$ cat config.mk
export PLATFORM = sky130hd
export DESIGN_NAME = stbs_ctrl
export DESIGN_NICKNAME = d
export VERILOG_FILES = /design/src/sv/stbs_pkg.sv /design/src/sv/stbs_ctrl.sv
export SDC_FILE = /design/constraint.sdc
export NUM_CORES = 1
export LEC_CHECK = 0
export BUFFER_PORTS_ARGS = -buffer_cell sky130_fd_sc_hd__buf_2
export CAP_MARGIN = 0
export CELL_PAD_IN_SITES_DETAIL_PLACEMENT = 0
export CELL_PAD_IN_SITES_GLOBAL_PLACEMENT = 1
export CORE_AREA = 5 5 42 44
export CTS_BUF_LIST = sky130_fd_sc_hd__clkbuf_4 sky130_fd_sc_hd__clkbuf_8
export CTS_CLUSTER_DIAMETER = 40
export DETAILED_ROUTE_END_ITERATION = 6
export DIE_AREA = 0 0 47 49
export GPL_TIMING_DRIVEN = 0
export PLACE_DENSITY_LB_ADDON = 0.1
export SETUP_SLACK_MARGIN = 0.05
export SLEW_MARGIN = 20
export SYNTH_ARGS = -nofsm -noshare
export SYNTH_HDL_FRONTEND = slang
export SYNTH_SLANG_ARGS = --single-unit
$ cat constraint.sdc
create_clock -name clock -period 2.6 [get_ports clock]
set_clock_uncertainty 0.15 [all_clocks]
set_input_delay 0.26 -clock clock [delete_from_list [all_inputs] [get_ports clock]]
set_output_delay 0.26 -clock clock [all_outputs]
set_load 0.02 [all_outputs]
$ cat src/sv/stbs_pkg.sv
// Shared types and constants of the sorted table search unit.
// No dependencies; used by every module of the block.
package stbs_pkg;

   localparam int POS_W   = 10;
   localparam int INDEX_W = 10;
   localparam int KEYIN_W = 32;
   localparam int COUNT_W = 11;
   localparam int CSR_AW  = 3;
   localparam int CSR_DW  = 32;

   // item operation codes
   localparam logic FUNC_WRITE  = 1'b0;
   localparam logic FUNC_SEARCH = 1'b1;

   // register select, word address bit 2
   localparam logic REG_COUNT = 1'b0;
   localparam logic REG_SIGN  = 1'b1;

   typedef struct packed {
      logic store;   // write item: put key in table
      logic load;    // search item: set up range and key
      logic probe;   // read entry at midpoint
      logic narrow;  // shrink range after a mismatch
      logic hit;     // finish with match
      logic miss;    // finish without match
   } stbs_cmd_type;

   typedef struct packed {
      logic empty;   // range holds no entry
      logic equal;   // sought key equals probed entry
      logic less;    // sought key below probed entry
   } stbs_status_type;

endpackage

$ cat src/sv/stbs_ctrl.sv
// Search sequencer: steps probe and check phases of the binary search.
// Depends on stbs_pkg for the command and status structs.
module stbs_ctrl (
   input  logic                     clock,
   input  logic                     reset,
   input  logic                     start,
   input  logic                     req_func,
   input  stbs_pkg::stbs_status_type status,
   output stbs_pkg::stbs_cmd_type    cmd,
   output logic                     busy,
   output logic                     rsp_valid
);

   typedef enum logic [1:0] {
      ST_IDLE,
      ST_PROBE,
      ST_CHECK
   } state_type;

   state_type state_ff, state_in;
   logic      busy_ff, busy_in;
   logic      valid_ff, valid_in;

   always_comb begin
      cmd        = '0;
      state_in   = state_ff;
      busy_in    = busy_ff;
      valid_in   = 1'b0;
      case (state_ff)
         ST_IDLE: begin
            if (start) begin
               if (req_func == stbs_pkg::FUNC_SEARCH) begin
                  cmd.load = 1'b1;
                  state_in = ST_PROBE;
                  busy_in  = 1'b1;
               end else begin
                  cmd.store = 1'b1;
               end
            end
         end
         ST_PROBE: begin
            if (status.empty) begin
               cmd.miss = 1'b1;
               valid_in = 1'b1;
               busy_in  = 1'b0;
               state_in = ST_IDLE;
            end else begin
               cmd.probe = 1'b1;
               state_in  = ST_CHECK;
            end
         end
         ST_CHECK: begin
            if (status.equal) begin
               cmd.hit  = 1'b1;
               valid_in = 1'b1;
               busy_in  = 1'b0;
               state_in = ST_IDLE;
            end else begin
               cmd.narrow = 1'b1;
               state_in   = ST_PROBE;
            end
         end
         default: begin
            state_in = ST_IDLE;
            busy_in  = 1'b0;
         end
      endcase
   end

   always_ff @(posedge clock) begin
      if (reset) begin
         state_ff <= ST_IDLE;
         busy_ff  <= 1'b0;
         valid_ff <= 1'b0;
      end else begin
         state_ff <= state_in;
         busy_ff  <= busy_in;
         valid_ff <= valid_in;
      end
   end

   assign busy      = busy_ff;
   assign rsp_valid = valid_ff;

endmodule

==> impl_metrics.yaml <==
clock_tree:
  clockBufferDepth: 2
  numCtsBuffers: 3
  cts_hold_buf: 0
  cts_tree: "done"
  cts.sinks: 4
  clockRootBuffer: "clkbuf_4"
  clock_latency_ns: 0.23
  cts_setup_buffers: 0
  clkSlewWorstSetupHoldPaths_ns: 0.04
  post_cts_resized: 0
  htree_num_levels: 1
synth:
  synth-compound-area-share_pct: 14.0
  synth_warnings: 0
  yosys.area_share.xor_xnor_pct: 0
  ys_types: 18
  syn_inst: 31
  syn_area_um2: 277
  synth_top_family_by_area: "simple AND/OR/NAND/NOR gates"
  ys_ff_latch: 4
  syn_nets: 42
  seq_area_frac_synth_pct: 29.0
  synth_area_per_cell_um2: 8.92
  synth_simple_gate_area_share_pct: 32.1
  muxShareOfSynthArea_pct: 0
  synth_fa_ha_area_share_pct: 18.1
final_layout:
  final_common_cell: "buf_2"
  utilization_pct: 27.4
  fin_area_um2: 384
  drive_above_1_share_pct: 40.4
  num-nets-final: 60
  antenna_cells: 0
  layout_common_cells: "buf_2, inv_1, ha_1, dfxtp_1, clkbuf_4"
  area_growth_pct: 38.9
worst_setup_path:
  worst_ep_required_time_ns: 2.19
  cp-start-kind: "register"
  critical_path_class: "reg2out"
  worst_r2r_path_depth: 4
  worstPathArrival_ns: 1.42
  critPathCaptureType: "primary output"
  worstPathMaxFanout: 8
place:
  port_buffers: 13
  postPlaceCellArea_um2: 362
  hpwl_um: 629
  place_congestion: 0.632
die:
  core_um2: 1400
  initial_core_util_pct: 19.7
  io_pins: 15
  row_count: 14
  dieHeight_um: 49
  dieArea_um2: 2300
  die_w_um: 47
routing:
  ant_nets: 0
  finalWirelength_um: 775
  avgRoutedWirePerCell_um: 12.3
  drt_iter0_markers: 6
  vias_per_cell: 4.43
  num_vias: 279
  drc_errors: 0
  drtPass1Iterations: 2
min_path:
  hold_depth: 2
  hold_path_class: "in2reg"
timing:
  final.min_clock_period_ns: 1.83
  max_freq_mhz: 547
  setup_viol: 0
  finalCritPeriodShare_pct: 70.3
  rsz0062_at_grt: "false"
  tightestPinTransition_ns: 0.273
  slew_violations: 0
  relSlewSlack_pct: 81.8
  whs_ns: 0.0963
  hold_viol_final: 0
  tns_ns: 0
flow_run:
  drv_cap: 0
grt:
  grt_pass1_vias: 332
  antenna_found_initial: 0
  grt_use_total_pct: 8.58
  grt-ovfl-total: 0
  grt_pass1_wl_um: 1410
  grt_max_degree: 9
pwr:
  leakage_nw: 0.221
  max-vdd-ir-drop_uv: 156
  power.total_mw: 0.182
  p_per_area_nw_per_um2: 473
run_status:
  status: "finished, final reports clean"
per-layer routing:
metal	track usage (%)	part of all wire (%)
met1	9.85	44
met2	13.1	51
met3	2.58	4.0
met4	5.53	1.2
met5	0	0
through the flow:
step / cells / worst slack (ns)
floorplan: 31 / 1.20
global placement: 60 / 1.05
detailed placement: 60 / 1.02
CTS: 63 / 0.757
global route: 63 / 0.690
finish: 63 / 0.771
flip-flops by register name (all words and copies together) (netlist names):
name,cells
busy,1
rsp_valid,1
state_ff,2
final timing paths:
kind	endpoint	slack, ns	start
worst max-delay path	cmd[5]	0.77	state_ff[0]
worst min-delay path	state_ff[1]	0.1	reset
worst max register to register	state_ff[0]	1.03	state_ff[0]
worst min register to register	state_ff[1]	0.39	state_ff[1]
logic make-up after synthesis:
logic type / Yosys count
flip-flops: 4
buffers and inverters: 5
adder cells (fa/ha/maj): 4
AO/OA/AOI/OAI: 5
AND/OR/NAND/NOR: 13
Yosys cell counts, drive strengths merged:
master | n | area, um^2
inv | 5 | 18.8
and3 | 1 | 7.51
a31oi | 1 | 6.26
nand4b | 1 | 8.76
and2 | 2 | 12.5
or3 | 1 | 6.26
a211o | 1 | 8.76
o211a | 1 | 10.0
ha | 4 | 50.1
dfxtp | 4 | 80.1
nand2 | 1 | 3.75
a21oi | 1 | 5.00
a41oi | 1 | 8.76
nor3 | 2 | 10.0
nand2b | 2 | 20.0
and3b | 1 | 10.0
nand3 | 2 | 10.0
report_power, final:
group	total [mW]	internal (mW)	switching [mW]
Combinational	0.0359	0.0148	0.0211
Sequential	0.0668	0.0644	0.00240
Clock	0.0788	0.0518	0.0271
worst max-delay path, cell delays in order (launching register included):
cell	delay, ns
dfxtp_1	0.39
inv_1	0.09
ha_1	0.30
and3b_2	0.24
buf_2	0.15
layout make-up:
class                           count  area, um^2
Fill cell                         174        1020
Inverter                            5        18.8
Tap cell                           16        20.0
Timing Repair Buffer               13        65.1
Sequential cell                     4        80.1
Multi-Input combinational cell     22         178
Clock buffer                        3        22.5
Power figures use the tool's default switching activity.
